[config.mk]
export PLATFORM = sky130hd
export DESIGN_NAME = als_cell
export DESIGN_NICKNAME = d
export VERILOG_FILES = /design/src/rtl/address_lease_server_assert.svh /design/src/rtl/als_pkg.sv /design/src/rtl/als_cell.sv
export SDC_FILE = /design/constraint.sdc
export NUM_CORES = 1
export LEC_CHECK = 0
export BUFFER_PORTS_ARGS = -buffer_cell sky130_fd_sc_hd__buf_2
export CORE_ASPECT_RATIO = 0.6
export CORE_UTILIZATION = 49
export DETAILED_ROUTE_END_ITERATION = 12
export PLACE_DENSITY_LB_ADDON = 0.1
export SYNTH_ARGS = -nofsm -noshare
export SYNTH_HDL_FRONTEND = slang
export SYNTH_SLANG_ARGS = --single-unit
[constraint.sdc]
create_clock -name clk -period 4.1 [get_ports clk]
set_input_delay 0.205 -clock clk [delete_from_list [all_inputs] [get_ports clk]]
set_output_delay 0.205 -clock clk [all_outputs]
set_load 0.05 [all_outputs]
[src/rtl/address_lease_server_assert.svh]
// ----------------------------------------------------------------------------
// Address lease server assertion macros
// Clocked assertion helpers, compiled out for synthesis.
// ----------------------------------------------------------------------------
`ifndef ADDRESS_LEASE_SERVER_ASSERT_SVH
`define ADDRESS_LEASE_SERVER_ASSERT_SVH
`ifndef SYNTHESIS
`define ALS_ASSERT(lbl, expr) \
  lbl: assert property (@(posedge clk) disable iff (!rst_n) (expr)) \
    else $error("address_lease_server assertion failed");
`define ALS_IMPLY(lbl, ante, cons) \
  lbl: assert property (@(posedge clk) disable iff (!rst_n) (ante) |-> (cons)) \
    else $error("address_lease_server assertion failed");
`else
`define ALS_ASSERT(lbl, expr)
`define ALS_IMPLY(lbl, ante, cons)
`endif
`endif

[src/rtl/als_pkg.sv]
// ----------------------------------------------------------------------------
// Address lease server package
// Shared types, codes and sizes for the lease cell chain.
// ----------------------------------------------------------------------------
`timescale 1ns / 1ps
package als_pkg;

  localparam int unsigned POOL_SIZE_DEF = 256;
  localparam int unsigned ADDR_W = 16;
  localparam int unsigned TIME_W = 32;
  localparam int unsigned LEASE_W = 16;
  localparam int unsigned POOL_W = 9;

  localparam logic [1:0] ST_FREE     = 2'd0;
  localparam logic [1:0] ST_OFFERED  = 2'd1;
  localparam logic [1:0] ST_OCCUPIED = 2'd2;
  localparam logic [1:0] ST_EXPIRED  = 2'd3;

  localparam logic [1:0] OP_DISCOVER = 2'd0;
  localparam logic [1:0] OP_REQUEST  = 2'd1;

  localparam logic [1:0] DST_SELF      = 2'd0;
  localparam logic [1:0] DST_BROADCAST = 2'd1;
  localparam logic [1:0] DST_OTHER     = 2'd2;

  localparam logic [1:0] RPL_OFFER = 2'd0;
  localparam logic [1:0] RPL_ACK   = 2'd1;
  localparam logic [1:0] RPL_NAK   = 2'd2;

  localparam logic [1:0] KIND_NONE = 2'd0;
  localparam logic [1:0] KIND_DISC = 2'd1;
  localparam logic [1:0] KIND_REQ  = 2'd2;
  localparam logic [1:0] KIND_REL  = 2'd3;

  localparam logic [1:0] CFG_POOL_IN_USE   = 2'd0;
  localparam logic [1:0] CFG_DEFAULT_LEASE = 2'd1;
  localparam logic [1:0] CFG_MAX_LEASE     = 2'd2;
  localparam logic [1:0] CFG_MIN_LEASE     = 2'd3;

  typedef struct packed {
    logic [1:0]        kind;
    logic [TIME_W-1:0] now;
    logic [ADDR_W-1:0] cli;
    logic [ADDR_W-1:0] raddr;
    logic [POOL_W-1:0] pool;
  } msg_t;

  typedef struct packed {
    logic              valid;
    logic              own_f;
    logic [ADDR_W-1:0] own_idx;
    logic              free_f;
    logic [ADDR_W-1:0] free_idx;
    logic              exp_f;
    logic [ADDR_W-1:0] exp_idx;
    logic              ack_f;
  } tok_t;

  typedef struct packed {
    logic              en;
    logic [ADDR_W-1:0] idx;
    logic [1:0]        status;
    logic [ADDR_W-1:0] owner;
    logic [TIME_W-1:0] expiry;
  } wr_t;

endpackage

[src/rtl/als_cell.sv]
// ----------------------------------------------------------------------------
// Lease cell
// Holds one pool entry; ages it and scores it as the search token passes.
// ----------------------------------------------------------------------------
`timescale 1ns / 1ps
module als_cell #(
  parameter logic [15:0] CELL_IDX = 16'd0
) (
  input  logic          clk,
  input  logic          rst_n,
  input  als_pkg::msg_t msg,
  input  als_pkg::tok_t tok_in,
  input  als_pkg::wr_t  wr,
  output als_pkg::tok_t tok_out
);
  import als_pkg::*;

  logic [1:0]        status_r, status_nxt;
  logic [ADDR_W-1:0] owner_r;
  logic [TIME_W-1:0] expiry_r, expiry_nxt;
  tok_t              tok_r, tok_nxt;
  logic              served, mine, addr_hit, wr_hit;
  logic [1:0]        st_aged;

  assign served   = {1'b0, CELL_IDX} < {{(ADDR_W+1-POOL_W){1'b0}}, msg.pool};
  assign mine     = (owner_r == msg.cli);
  assign addr_hit = ({1'b0, CELL_IDX} + 17'd1) == {1'b0, msg.raddr};
  assign wr_hit   = wr.en && (wr.idx == CELL_IDX);

  always_comb begin
    status_nxt = status_r;
    expiry_nxt = expiry_r;
    tok_nxt    = tok_in;
    st_aged    = status_r;
    if (tok_in.valid && served) begin
      if (expiry_r <= msg.now) begin
        if (status_r == ST_OFFERED) begin
          st_aged    = ST_FREE;
          expiry_nxt = '0;
        end else if (status_r == ST_OCCUPIED) begin
          st_aged    = ST_EXPIRED;
          expiry_nxt = '0;
        end
      end
      status_nxt = st_aged;
      if (msg.kind == KIND_REL && st_aged == ST_OFFERED && mine) begin
        status_nxt = ST_FREE;
        expiry_nxt = '0;
      end
      if (!tok_in.own_f && st_aged != ST_FREE && mine) begin
        tok_nxt.own_f   = 1'b1;
        tok_nxt.own_idx = CELL_IDX;
      end
      if (!tok_in.free_f && st_aged == ST_FREE) begin
        tok_nxt.free_f   = 1'b1;
        tok_nxt.free_idx = CELL_IDX;
      end
      if (!tok_in.exp_f && st_aged == ST_EXPIRED) begin
        tok_nxt.exp_f   = 1'b1;
        tok_nxt.exp_idx = CELL_IDX;
      end
      if (addr_hit && st_aged != ST_FREE && mine) begin
        tok_nxt.ack_f = 1'b1;
      end
    end
    if (wr_hit) begin
      status_nxt = wr.status;
      expiry_nxt = wr.expiry;
    end
  end

  always_ff @(posedge clk) begin
    if (!rst_n) begin
      status_r <= ST_FREE;
      expiry_r <= '0;
      tok_r    <= '0;
    end else begin
      status_r <= status_nxt;
      expiry_r <= expiry_nxt;
      tok_r    <= tok_nxt;
    end
  end

  always_ff @(posedge clk) begin
    if (wr_hit) begin
      owner_r <= wr.owner;
    end
  end

  assign tok_out = tok_r;

endmodule

==> results by group <==
CTS
  – Setup Buffers After CTS: 0
  – Clock transition at the registers of the reported paths: approximately 70 ps
  – H-Tree Depth: 3
  – Root buf cell: clkbuf_16
  – # hold bufs at CTS: 0
  – Clk sinks: 103
  – Clock Latency Late Sink: between 300 and 400 ps
  – Longest Clk Path Bufs: 2
  – CTS tree: done
  – CTS resizes: 0
  – CTS Buf Count: 9

STA
  – Post-route clock period utilization: 0.729
  – Final setup fails: 0
  – TNS Setup: 0 ps
  – Tightest Pin Transition: between 900 and 1000 ps
  – Final slew viol count: 0
  – Post-Route Skew: 7.01 ps
  – RSZ-0062 raised after global routing: no
  – Slew Limit Headroom: 0.358
  – Post-route setup slack: around 1100 ps
  – Fmax: between 300 and 400 MHz
  – Final Hold Viols: 0
  – Min cycle time layout: 2990 ps

Final layout
  – NumNets Final: slightly below 1000
  – Share of cells above drive strength 1: 0.380
  – Design area: roughly 6400 um^2
  – Area Overhead vs Synth: 34.0%
  – Finished Core Util: 0.688
  – ANT cells: 0

Routing
  – Final ANT Viol Nets: 0
  – Vias after detailed routing: approximately 4700
  – DRT Pass-1 Iters: 5
  – Total Wirelength: ~14000 um
  – DR DRC count: 0
  – DR iter-0 viols: between 200 and 300
  – Vias per cell: approximately 5.2
  – Routed wire per std cell: 15.0 um

Setup path
  – Endpoint type of the worst setup path: flip-flop
  – R2r startpoint: expiry_r[23]$_SDFFE_PN0P_
  – CP dominant cell by count: a21oi_1
  – CP delay by family, top: compound AO/OA/AOI/OAI gates
  – Crit-path slowest cell: o22ai_2
  – Worst Path Required: 4310 ps
  – Crit-path cells: ha_1 > a21oi_1 > o21ai_0 > a221oi_1 > and3_1 > a21oi_1 > o22ai_2 > buf_4 > o311ai_1
  – Crit path DAT: about 3200 ps
  – Setup Crit Path Kind: reg2reg
  – Critical Path Start: expiry_r[23]$_SDFFE_PN0P_
  – WP buf/inv: 1
  – Startpoint Class: flip-flop
  – Crit path max fanout: 20
  – Slowest stage delay, CP: around 540 ps

GRT
  – Grt total ovfl: 0
  – Gr usage total: 0.265
  – Vias in the first global route: around 4400
  – Global-route wire length before repair: 20900 um
  – Initial antenna violation count: 0
  – Largest net degree at the start of global routing: 111

Synth
  – Synthesized Nets: around 760
  – Syn Area/Cell: roughly 9 um^2
  – Biggest area consumer among synthesized cells: dfxtp_1
  – Cell with the most instances after synthesis: dfxtp_1
  – Synth warnings: 0
  – Yosys cell types: 48
  – Async SR Flop Fraction: 0
  – Post-synth EDFFs: 16
  – Top post-synthesis cells by count: dfxtp_1, nand2_1, nand3_1
  – Register area share after synthesis: 0.462
  – Synth top area cells: dfxtp_1, edfxtp_1, ha_1, nand3_1, nand2_1
  – Predominant post-synthesis flop cell: dfxtp_1
  – Synth Register Bits: ~100
  – Synth Instances: ~530
  – Yosys top cell area share: 0.362
  – Synthesized area: between 4000 and 5000 um^2

Floorplanning
  – Num ports: 250
  – Die Y: around 79 um
  – Chip width: ~130 um
  – Initial core utilization: 0.514
  – Core area: slightly above 9000 um^2
  – Die area: 10200 um^2
  – Site Rows: 27

Status
  – Outcome: completed

Placement
  – Dpl hpwl: between 10000 and 15000 um
  – Port Buffer Count: about 250
  – Worst Setup Slack post-DPL: 1130 ps
  – RD Place Congestion: just over 0.8
  – Post-Place Cell Area: a little over 6000 um^2

Power and ir drop
  – Max rail drop VDD: 0.000212 V
  – Tot Pwr: between 2 and 2.5 mW
  – P_leak: 3.12 nW
  – Power Dens Cells: about 360 nW/um^2

Run
  – Max-cap viol count: 0

Worst hold path
  – Worst Hold Class: in2reg
  – HP Start: wr[44]
-- cells in the final DEF, fill, tap and decap left out, types with 2 or more instances in the layout --
master / netlist / layout
buf_2: 3 / 248
dfxtp_1: 87 / 87
nand2_1: 79 / 79
nand3_1: 69 / 69
inv_1: 35 / 35
ha_1: 32 / 32
o311ai_1: 30 / 30
nor2_1: 27 / 26
a21oi_1: 17 / 17
and3_1: 17 / 17
xor2_1: 16 / 16
edfxtp_1: 16 / 16
nor2_2: 10 / 11
nor4_1: 10 / 10
clkbuf_16: 0 / 10
nand4_1: 9 / 9
buf_4: 1 / 6
o21ai_0: 4 / 4
o21a_1: 4 / 4
inv_6: 0 / 3
nor4b_1: 2 / 2
or3_1: 2 / 2
nor2b_1: 2 / 2
o211ai_1: 2 / 2
nor4_2: 2 / 2
nand2b_1: 2 / 2
nor3_1: 3 / 2
o311ai_0: 2 / 2
-- final cells by class --
cell class,instances,area (um^2)
sequential,103,2220
clock buffer,10,250
multi-input combinational,361,2320
timing repair buffer,254,1290
inverter,35,131
clock inverter,6,72.6
fill,786,2920
tap,130,163
-- final timing paths --
kind / endpoint / slack [ps] / cells after the start
max: expiry_r[10]$_SDFFE_PN0P_ / 1110 / 9
min: owner_r[12]$_DFFE_PP_ / 30 / 1
max reg2reg: expiry_r[10]$_SDFFE_PN0P_ / 1110 / 9
min reg2reg: expiry_r[7]$_SDFFE_PN0P_ / 500 / 2
-- metrics by stage --
stage          cells  hold slack [ps]
2_1_floorplan    532              304
3_3_place_gp     883              381
3_5_place_dp     883              384
4_1_cts          899             18.4
5_1_grt          899             20.7
6_report         899             27.0
-- kinds of logic after synthesis --
kind of cell,share of synthesized area
AND/OR/NAND/NOR,0.241
flip-flops,0.462
AO/OA/AOI/OAI,0.124
buffers and inverters,0.0578
adder cells (fa/ha/maj),0.0833
XOR/XNOR,0.0291
multiplexers,0.00208
-- sequential cells by signal (all words and copies together), names as in the netlist --
signal    cells
expiry_r     32
tok_out      53
owner_r      16
status_r      2
-- report_power, final --
part           internal (mW)  switching [mW]  total, mW
clock                  0.518           0.399      0.917
combinational          0.115           0.202      0.318
sequential              1.05         0.00623       1.06
total                   1.69           0.607       2.29
-- routing by layer --
| layer | vias up | GRT usage | part of all wire |
|---|---|---|---|
| met4 | 0 | 0.0605 | 0.0096 |
| met2 | 150 | 0.476 | 0.51 |
| li1 | 2350 | - | - |
| met5 | - | 0 | 0 |
| met3 | 12 | 0.0526 | 0.054 |
| met1 | 2166 | 0.327 | 0.43 |
Note: power is estimated with default switching activity, not from simulation.
